**config.mk**
```make
export PLATFORM = sky130hd
export DESIGN_NAME = input_latency_tag_monitor
export DESIGN_NICKNAME = d
export VERILOG_FILES = /design/src/rtl/iltm_pkg.sv /design/src/rtl/iltm_front.sv /design/src/rtl/iltm_back.sv /design/src/rtl/input_latency_tag_monitor.sv
export SDC_FILE = /design/constraint.sdc
export NUM_CORES = 2
export LEC_CHECK = 0
export BUFFER_PORTS_ARGS = -buffer_cell sky130_fd_sc_hd__buf_2
export CAP_MARGIN = 20
export CORE_MARGIN = 4
export CORE_UTILIZATION = 58
export DETAILED_ROUTE_END_ITERATION = 8
export HOLD_SLACK_MARGIN = 0.1
export PLACE_DENSITY = 0.8
export SYNTH_ARGS = -nofsm -noshare
export SYNTH_HDL_FRONTEND = slang
export SYNTH_SLANG_ARGS = --single-unit
```
**constraint.sdc**
```tcl
create_clock -name clk_i -period 20.2 [get_ports clk_i]
set_input_delay 6.06 -clock clk_i [delete_from_list [all_inputs] [get_ports clk_i]]
set_output_delay 6.06 -clock clk_i [all_outputs]
set_load 0.005 [all_outputs]
```
**src/rtl/iltm_pkg.sv**
```systemverilog
`default_nettype none

package iltm_pkg;

  localparam int unsigned TAG_W = 4;

  localparam logic [1:0] MODE_POLL   = 2'd0;
  localparam logic [1:0] MODE_FETCH  = 2'd1;
  localparam logic [1:0] MODE_ENGINE = 2'd2;
  localparam logic [1:0] MODE_SCAN   = 2'd3;

  localparam logic [1:0] STAT_OK        = 2'd0;
  localparam logic [1:0] STAT_IGNORED   = 2'd1;
  localparam logic [1:0] STAT_BAD_COLOR = 2'd2;

  localparam logic [15:0] SCALE_RESET = 16'd1618;

  // luma decode: ((y - 15) * 6 / 5) >> 4
  localparam logic [7:0]  Y_BLACK    = 8'd15;
  localparam logic [10:0] Y_GAIN     = 11'd6;
  localparam logic [11:0] DIV5_RECIP = 12'd3277;  // ceil(2^14 / 5), exact for x < 2048

  typedef enum logic [2:0] {
    OP_NONE,
    OP_POLL,
    OP_FETCH,
    OP_ENGINE,
    OP_SCAN
  } op_e;

  typedef struct packed {
    logic [1:0]  mode;
    logic [31:0] now_tick;
    logic [15:0] pad_buttons;
    logic [31:0] scan_color;
    logic        capture_enabled;
  } in_word_t;

  typedef struct packed {
    logic [1:0]       status;
    logic [TAG_W-1:0] tag;
    logic [15:0]      pad_buttons_out;
    logic [7:0]       grey_level;
    logic [31:0]      poll_min_us;
    logic [31:0]      poll_max_us;
    logic [31:0]      poll_total;
    logic [31:0]      fetch_gap_us;
    logic [31:0]      poll_fetch_us;
    logic [31:0]      poll_engine_us;
    logic [31:0]      total_latency_us;
  } out_word_t;

  // classified word from the front queue
  typedef struct packed {
    logic [1:0]       mode;
    logic [31:0]      now_tick;
    logic [15:0]      pad_buttons;
    logic             capture_enabled;
    logic             color_ok;
    logic [TAG_W-1:0] scan_key;
  } cls_t;

  // in flight through the back pipeline; t0/t1 are ticks, then microseconds
  typedef struct packed {
    op_e              op;
    logic [1:0]       status;
    logic [TAG_W-1:0] tag;
    logic [15:0]      pad_out;
    logic [7:0]       grey;
    logic             win_start;
    logic [31:0]      poll_total;
    logic [31:0]      t0;
    logic [31:0]      t1;
  } exe_t;

  function automatic logic [TAG_W-1:0] decode_scan_key(input logic [7:0] luma);
    logic [10:0] scaled;
    logic [22:0] prod;
    scaled = 11'(luma - Y_BLACK) * Y_GAIN;
    prod   = 23'(scaled) * 23'(DIV5_RECIP);
    return prod[21:18];
  endfunction

endpackage

`default_nettype wire

```
**src/rtl/iltm_front.sv**
```systemverilog
`default_nettype none

module iltm_front (
  input  wire logic               clk_i,
  input  wire logic               rst_ni,
  input  wire logic               push,
  output logic                    full,
  input  wire iltm_pkg::in_word_t in_word_i,
  output logic                    q_valid_o,
  input  wire logic               q_ready_i,
  output iltm_pkg::cls_t          q_word_o
);

  iltm_pkg::cls_t cls;
  iltm_pkg::cls_t slot_q [2];
  logic           wr_ptr_q, rd_ptr_q;
  logic [1:0]     count_q, count_d;
  logic           do_push, do_pop;
  logic [7:0]     y1, y2;

  assign y1 = in_word_i.scan_color[31:24];
  assign y2 = in_word_i.scan_color[15:8];

  always_comb begin
    cls.mode            = in_word_i.mode;
    cls.now_tick        = in_word_i.now_tick;
    cls.pad_buttons     = in_word_i.pad_buttons;
    cls.capture_enabled = in_word_i.capture_enabled;
    cls.color_ok        = (y1 == y2) && (y1 >= iltm_pkg::Y_BLACK);
    cls.scan_key        = iltm_pkg::decode_scan_key(y1);
  end

  assign full      = (count_q == 2'd2);
  assign q_valid_o = (count_q != 2'd0);
  assign do_push   = push && !full;
  assign do_pop    = q_valid_o && q_ready_i;
  assign q_word_o  = slot_q[rd_ptr_q];

  always_comb begin
    count_d = count_q;
    if (do_push && !do_pop) begin
      count_d = count_q + 2'd1;
    end else if (do_pop && !do_push) begin
      count_d = count_q - 2'd1;
    end
  end

  always_ff @(posedge clk_i or negedge rst_ni) begin
    if (!rst_ni) begin
      wr_ptr_q <= 1'b0;
      rd_ptr_q <= 1'b0;
      count_q  <= 2'd0;
    end else begin
      if (do_push) begin
        wr_ptr_q <= !wr_ptr_q;
      end
      if (do_pop) begin
        rd_ptr_q <= !rd_ptr_q;
      end
      count_q <= count_d;
    end
  end

  always_ff @(posedge clk_i) begin
    if (do_push) begin
      slot_q[wr_ptr_q] <= cls;
    end
  end

endmodule

`default_nettype wire

```
**src/rtl/iltm_back.sv**
```systemverilog
`default_nettype none

module iltm_back #(
  parameter int unsigned RING_DEPTH    = 16,
  parameter int unsigned MINMAX_WINDOW = 256
) (
  input  wire logic            clk_i,
  input  wire logic            rst_ni,
  input  wire logic            cfg_we_i,
  input  wire logic [15:0]     cfg_wdata_i,
  input  wire logic            q_valid_i,
  output logic                 q_ready_o,
  input  wire iltm_pkg::cls_t  q_word_i,
  output logic                 empty,
  input  wire logic            pop,
  output iltm_pkg::out_word_t  out_word_o
);

  localparam int unsigned IDX_W = $clog2(RING_DEPTH);
  localparam int unsigned WIN_W = $clog2(MINMAX_WINDOW);
  localparam int unsigned TAG_W = iltm_pkg::TAG_W;
  localparam int unsigned KEYS  = 2 ** TAG_W;

  logic                adv, issue;
  logic [15:0]         scale_q;
  logic                active_q;
  logic [IDX_W-1:0]    ring_idx_q, ring_idx_d;
  logic [31:0]         ring_q [RING_DEPTH];
  logic [31:0]         last_poll_q, last_fetch_q, poll_cnt_q;
  logic [WIN_W-1:0]    win_q, win_d;
  logic [IDX_W-1:0]    slot_lut [KEYS];
  logic [TAG_W-1:0]    rd_key;
  logic [31:0]         rd_stamp;

  iltm_pkg::exe_t      exe, a_q, b_d, b_q;
  logic                a_valid_q, b_valid_q, c_valid_q;
  logic [47:0]         prod0, prod1;

  logic [31:0]         min_q, max_q, gap_q, pf_q, pe_q, tot_q;
  logic [31:0]         min_d, max_d, gap_d, pf_d, pe_d, tot_d;
  iltm_pkg::out_word_t out_d, out_q;

  for (genvar g = 0; g < KEYS; g++) begin : g_slot
    assign slot_lut[g] = IDX_W'(g % RING_DEPTH);
  end

  assign adv       = !c_valid_q || pop;
  assign issue     = q_valid_i && adv;
  assign q_ready_o = adv;
  assign empty     = !c_valid_q;
  assign out_word_o = out_q;

  always_ff @(posedge clk_i or negedge rst_ni) begin
    if (!rst_ni) begin
      scale_q <= iltm_pkg::SCALE_RESET;
    end else if (cfg_we_i) begin
      scale_q <= cfg_wdata_i;
    end
  end

  // stage A: state lookup and update, tick differences
  always_comb begin
    rd_key   = (q_word_i.mode == iltm_pkg::MODE_ENGINE) ?
               q_word_i.pad_buttons[TAG_W-1:0] : q_word_i.scan_key;
    rd_stamp = ring_q[slot_lut[rd_key]];

    exe            = '0;
    exe.op         = iltm_pkg::OP_NONE;
    exe.status     = iltm_pkg::STAT_IGNORED;
    exe.pad_out    = q_word_i.pad_buttons;
    exe.poll_total = poll_cnt_q;
    exe.win_start  = (win_q == '0);

    unique case (q_word_i.mode)
      iltm_pkg::MODE_POLL: begin
        if (active_q) begin
          exe.op         = iltm_pkg::OP_POLL;
          exe.status     = iltm_pkg::STAT_OK;
          exe.t0         = q_word_i.now_tick - last_poll_q;
          exe.poll_total = poll_cnt_q + 32'd1;
        end
      end
      iltm_pkg::MODE_FETCH: begin
        if (q_word_i.capture_enabled) begin
          exe.op      = iltm_pkg::OP_FETCH;
          exe.status  = iltm_pkg::STAT_OK;
          exe.tag     = TAG_W'(ring_idx_q);
          exe.pad_out = {q_word_i.pad_buttons[15:TAG_W], TAG_W'(ring_idx_q)};
          exe.t0      = q_word_i.now_tick - last_fetch_q;
          exe.t1      = q_word_i.now_tick - last_poll_q;
        end
      end
      iltm_pkg::MODE_ENGINE: begin
        if (active_q) begin
          exe.op      = iltm_pkg::OP_ENGINE;
          exe.status  = iltm_pkg::STAT_OK;
          exe.tag     = q_word_i.pad_buttons[TAG_W-1:0];
          exe.pad_out = {q_word_i.pad_buttons[15:TAG_W], {TAG_W{1'b0}}};
          exe.grey    = {q_word_i.pad_buttons[TAG_W-1:0], {TAG_W{1'b0}}};
          exe.t0      = q_word_i.now_tick - rd_stamp;
        end
      end
      iltm_pkg::MODE_SCAN: begin
        if (q_word_i.capture_enabled && active_q) begin
          if (!q_word_i.color_ok) begin
            exe.status = iltm_pkg::STAT_BAD_COLOR;
          end else begin
            exe.op     = iltm_pkg::OP_SCAN;
            exe.status = iltm_pkg::STAT_OK;
            exe.tag    = q_word_i.scan_key;
            exe.t0     = q_word_i.now_tick - rd_stamp;
          end
        end
      end
      default: ;
    endcase
  end

  assign ring_idx_d = (ring_idx_q == IDX_W'(RING_DEPTH - 1)) ? '0 : ring_idx_q + 1'b1;
  assign win_d      = (poll_cnt_q == '1 || win_q == WIN_W'(MINMAX_WINDOW - 1)) ?
                      '0 : win_q + 1'b1;

  always_ff @(posedge clk_i or negedge rst_ni) begin
    if (!rst_ni) begin
      active_q     <= 1'b0;
      ring_idx_q   <= '0;
      last_poll_q  <= '0;
      last_fetch_q <= '0;
      poll_cnt_q   <= '0;
      win_q        <= '0;
      for (int i = 0; i < RING_DEPTH; i++) begin
        ring_q[i] <= '0;
      end
    end else if (issue) begin
      case (exe.op)
        iltm_pkg::OP_POLL: begin
          last_poll_q <= q_word_i.now_tick;
          poll_cnt_q  <= exe.poll_total;
          win_q       <= win_d;
        end
        iltm_pkg::OP_FETCH: begin
          ring_q[ring_idx_q] <= last_poll_q;
          active_q           <= 1'b1;
          ring_idx_q         <= ring_idx_d;
          last_fetch_q       <= q_word_i.now_tick;
        end
        default: ;
      endcase
    end
  end

  // stage B: tick to microsecond scaling
  assign prod0 = 48'(a_q.t0) * 48'(scale_q);
  assign prod1 = 48'(a_q.t1) * 48'(scale_q);

  always_comb begin
    b_d    = a_q;
    b_d.t0 = prod0[47:16];
    b_d.t1 = prod1[47:16];
  end

  // stage C: running metrics and result word
  always_comb begin
    min_d = min_q;
    max_d = max_q;
    gap_d = gap_q;
    pf_d  = pf_q;
    pe_d  = pe_q;
    tot_d = tot_q;
    case (b_q.op)
      iltm_pkg::OP_POLL: begin
        if (b_q.win_start) begin
          min_d = b_q.t0;
          max_d = b_q.t0;
        end else begin
          if (b_q.t0 < min_q) min_d = b_q.t0;
          if (b_q.t0 > max_q) max_d = b_q.t0;
        end
      end
      iltm_pkg::OP_FETCH: begin
        gap_d = b_q.t0;
        pf_d  = b_q.t1;
      end
      iltm_pkg::OP_ENGINE: pe_d  = b_q.t0;
      iltm_pkg::OP_SCAN:   tot_d = b_q.t0;
      default: ;
    endcase

    out_d.status           = b_q.status;
    out_d.tag              = b_q.tag;
    out_d.pad_buttons_out  = b_q.pad_out;
    out_d.grey_level       = b_q.grey;
    out_d.poll_min_us      = min_d;
    out_d.poll_max_us      = max_d;
    out_d.poll_total       = b_q.poll_total;
    out_d.fetch_gap_us     = gap_d;
    out_d.poll_fetch_us    = pf_d;
    out_d.poll_engine_us   = pe_d;
    out_d.total_latency_us = tot_d;
  end

  always_ff @(posedge clk_i or negedge rst_ni) begin
    if (!rst_ni) begin
      a_valid_q <= 1'b0;
      b_valid_q <= 1'b0;
      c_valid_q <= 1'b0;
      min_q     <= '0;
      max_q     <= '0;
      gap_q     <= '0;
      pf_q      <= '0;
      pe_q      <= '0;
      tot_q     <= '0;
    end else if (adv) begin
      a_valid_q <= issue;
      b_valid_q <= a_valid_q;
      c_valid_q <= b_valid_q;
      if (b_valid_q) begin
        min_q <= min_d;
        max_q <= max_d;
        gap_q <= gap_d;
        pf_q  <= pf_d;
        pe_q  <= pe_d;
        tot_q <= tot_d;
      end
    end
  end

  always_ff @(posedge clk_i) begin
    if (adv) begin
      a_q   <= exe;
      b_q   <= b_d;
      out_q <= out_d;
    end
  end

endmodule

`default_nettype wire

```
**src/rtl/input_latency_tag_monitor.sv**
```systemverilog
// Input latency tag monitor.
// Input side is a queue: drive in_word_i and push; the word is taken on a
// clock edge with push high and full low. Result side is a queue too: while
// empty is low the oldest result is on out_word_o, and pop on such an edge
// takes it. Every input word gives exactly one result word, in order.
// A two-word input queue feeds a three-stage back end: state update and
// tick differences, tick-to-microsecond multiply, then running metrics into
// the output register. A pushed word waits in a queue slot and is then
// registered in a_q, b_q and out_q in turn; throughput is one word per cycle
// while pop keeps up. When the receiver stalls, the result holds and the back
// end freezes; the input queue still takes up to two more words before full
// rises. cfg_we_i writes the tick-to-us scale (Q0.16 us per tick) into scale_q;
// write it only while no word is in flight.
// Reset clears the queues, the tag ring, all stamps, counters and metrics,
// and loads the scale with its default; the block is ready right after.
`default_nettype none

module input_latency_tag_monitor #(
  parameter int unsigned RING_DEPTH    = 16,
  parameter int unsigned MINMAX_WINDOW = 256
) (
  input  wire logic                clk_i,
  input  wire logic                rst_ni,
  input  wire logic                cfg_we_i,
  input  wire logic [15:0]         cfg_wdata_i,
  input  wire logic                push,
  output logic                     full,
  input  wire iltm_pkg::in_word_t  in_word_i,
  output logic                     empty,
  input  wire logic                pop,
  output iltm_pkg::out_word_t      out_word_o
);

  logic           q_valid, q_ready;
  iltm_pkg::cls_t q_word;

  iltm_front u_front (
    .clk_i     (clk_i),
    .rst_ni    (rst_ni),
    .push      (push),
    .full      (full),
    .in_word_i (in_word_i),
    .q_valid_o (q_valid),
    .q_ready_i (q_ready),
    .q_word_o  (q_word)
  );

  iltm_back #(
    .RING_DEPTH    (RING_DEPTH),
    .MINMAX_WINDOW (MINMAX_WINDOW)
  ) u_back (
    .clk_i       (clk_i),
    .rst_ni      (rst_ni),
    .cfg_we_i    (cfg_we_i),
    .cfg_wdata_i (cfg_wdata_i),
    .q_valid_i   (q_valid),
    .q_ready_o   (q_ready),
    .q_word_i    (q_word),
    .empty       (empty),
    .pop         (pop),
    .out_word_o  (out_word_o)
  );

endmodule

`default_nettype wire

```
==> results.md <==
- After detailed routing, the average wire length per cell comes to 21.0 um.
- The number of global-route vias before repair is 71388.
- The clock tree buffer depth is 3.
- The clock buffer count from CTS is about 150.
- For this run, the detailed router's first-pass iteration total came to 6.
- The endpoint of the lowest-slack register-to-register path is u_back.a_q[62].
- The final-report max-slew violation count came to 0.
- Measured along the y axis, the die boundary spans about 420 um.
- In this run the worst setup path terminates at u_front.slot_q[0][3].
- The worst hold path belongs to the class flop to flop.
- After legalization and detailed placement, the total HPWL measured approximately 170000 um.
- The tool flagged a number of max-cap violations equal to 0.
- In this run the count of I/O pins placed on the die edge is 360.
- The depth of the worst register-to-register path is 17.
- For this block, the routed nets add up to 242000 um of wire.
- At the worst endpoint, the required time is 20.75 ns.
- The longest individual stage delay on the worst path is roughly 0.50 ns.
- The cell area that synthesis handed to floorplanning was 97400 um2.
- In this run, synthesis inferred 614 flip-flops with an integrated enable.
- The number of rows created at floorplan is 150.
- The setup clock skew after layout is 0.0494 ns.
- The remaining global-route overflow is 0.
- The synthesized design contains 1450 register bits.
- The tree built by TritonCTS fans out to 1450 sinks.
- Prior to clock tree synthesis, the placed netlist has a worst setup slack of ~7.8 ns.
- The count of yosys warnings during synthesis is 0.
- TritonCTS built the clock tree.
- Hold repair after CTS inserted 0 buffers.
- For this run, the leading register cell type out of synthesis is dfrtp_1.
- The fill cell instance count of the final layout is 12344.
- A synthesized cell averages approximately 11 um2.
- Across all hold checks on the routed design, the worst slack comes to 0.402 ns.
- The die covers about 170000 um2.
- The count of port buffers added during placement is 339.
- The worst setup path is captured at a flop.
- In this run the critical register-to-register path is launched from u_front.rd_ptr_q.
- Clock-pin slew was measured on the worst setup and hold paths at 0.06 ns.
- At the end of routability-driven placement, the weighted congestion stood at 0.909.
- Clock latency on the worst-skew pair, taken at its later pin, is 0.82 ns.
- Headroom to the max-slew limit came out at 18.5%.
- The post-route fraction of the period consumed by the critical path is between 50% and 60%.
- Based on the critical path, the design can be clocked at up to 0.0860 GHz.
- The startpoint identified for the worst hold timing path is u_back.a_q[64].
- The root buffer cell chosen for the clock tree is clkbuf_16.
- The post-route DRC violation count is 0.
- STA classifies the critical path startpoint as an input port.
- The part of the Yosys area used for sequential elements is between 40% and 50%.
- The H-tree generated during clock tree synthesis spans 4 levels.
- The largest net degree at the start of global routing is 204.
- In the final design database the tool counted 10643 nets.
- For the pin with the worst max-slew slack, the measured transition is 1.22 ns.
- The routed via count divided by cell count is 5.86.
- In this run the worst path has a maximum fanout of 9.
- The sum of negative setup slack is 0 ns.
- The routed layout has between 60000 and 70000 vias.
- The hold violation count in the final report is 0.
- The count of cells along the worst hold path is 0.
- The die width is roughly 420 um.
- Setup violations remaining at the end of the flow were counted as 0.
- Setup repair after global routing left no endpoint under its margin.
- The number of library cell types mapped by synthesis is 94.
- The number of setup buffers added after CTS is 0.
- The count of nets left with antenna violations once routing finished came out at 0.
- The area growth from synthesis to layout is 8.81%.
- The master of the slowest instance on the critical path is fa_1.
- In the global route stage, overall resource usage came out at 28.1%.
- The initial detailed-routing violation count is just over 6000.
- The synthesized netlist cell count is 9122.
- Setup slack closes at between 8 and 9 ns.
- The initial core utilization is 58.3%.
- The post-CTS resize count is 0.
- The worst path in the final design needs a cycle of roughly 12 ns, including I/O delays and setup.
- The first global-routing pass estimated between 300000 and 400000 um of wire.
- Across all register-to-register paths, the minimum setup slack is 11.75 ns.
- For the worst setup path, the data arrival time is about 12 ns.
- The launching instance or port of the critical path is in_word_i[25].
- After floorplanning, the core was sized to cover 167000 um2.
- The critical path in this run is classified as input port to flop.
- The number of antenna violations at the first check in global routing is 3.
- The run finished with clean final reports.
- For this run, asynchronously set or reset flops after synthesis account for 57.7%.
- The post-route netlist has 12.8% of its cells at a drive strength greater than 1.
-- stage by stage --
step,area [um2],utilization [%],instances
floorplan,97500,-,9125
global placement,101000,60.3,11259
detailed placement,101000,60.3,11261
CTS,106000,63.5,11534
global route,106000,63.5,11537
finish,106000,63.5,11539
-- state kept, by name, indices dropped and copies added, names as in the netlist, 112 cells and up --
register	cells
u_back.a_q	126
u_back.b_q	126
u_back.out_word_o	250
u_back.ring_q	512
u_front.slot_q	112
-- cell usage in the layout (no fill, tap or decap), types with 160 or more instances in the layout --
master / n
ha_1: 467
nand2_1: 1796
clkbuf_16: 160
mux2_2: 292
inv_1: 1170
and2_1: 345
o21ai_0: 680
buf_2: 339
edfxtp_1: 614
dfrtp_1: 821
a21oi_1: 207
fa_1: 863
nor2_1: 198
-- area by class of cell --
type	count	area (um2)	share of cell area (%)
Inverter	1170	4390	4.14
Antenna cell	3	7.51	0.00708
Timing Repair Buffer	425	2400	2.26
Clock buffer	205	4350	4.11
Tap cell	2204	2760	2.60
Sequential cell	1450	39400	37.1
Clock inverter	68	857	0.808
Multi-Input combinational cell	6014	51900	48.9
-- Yosys cell counts (131+ instances only) --
master	n	share of area, %
nand2_1	1800	6.9
dfrtp_1	831	21
edfxtp_1	614	19
mux4_2	131	3.0
xnor2_1	139	1.2
clkbuf_1	403	1.6
fa_1	863	18
and2_1	347	2.2
a21oi_1	208	1.1
mux2_2	292	3.4
ha_1	467	6.0
nor2_1	199	0.77
inv_1	1170	4.5
o21ai_0	680	3.5
-- cell families after synthesis --
| kind of cell | share of synthesized area (%) |
|---|---|
| adder cells (fa/ha/maj) | 23.7 |
| buffers and inverters | 6.55 |
| flip-flops | 40.4 |
| other | 0.00385 |
| AND/OR/NAND/NOR | 11.8 |
| XOR/XNOR | 2.14 |
| AO/OA/AOI/OAI | 7.68 |
| multiplexers | 7.68 |
-- layer usage --
metal / GRT usage [%] / wire (um)
met1: 36.1 / 93900
met2: 47.3 / 119000
met3: 5.15 / 18900
met4: 12.2 / 11000
met5: 0 / 42
-- how the worst min path moves through the flow --
stage	to
after global routing	u_back.b_q[64]
after detailed placement	u_back.b_q[107]
after global placement	u_back.b_q[65]
after CTS	u_back.b_q[64]
after floorplan	u_back.b_q[101]
final	u_back.b_q[64]
-- worst max-delay path: cells and delay by family --
kind / cells / cell delay [ns]
muxes: 1 / 0.24
xor gates and xnor gates: 4 / 0.96
adders and majority gates: 7 / 2.66
and+or+nand+nor: 2 / 0.26
buffers and inverters: 5 / 0.44
AOI/OAI and AO/OA: 8 / 1.53
Power is left out: the tool's default activity adds up to more than one toggle a clock period on the data nets, which glitch-free logic cannot reach.
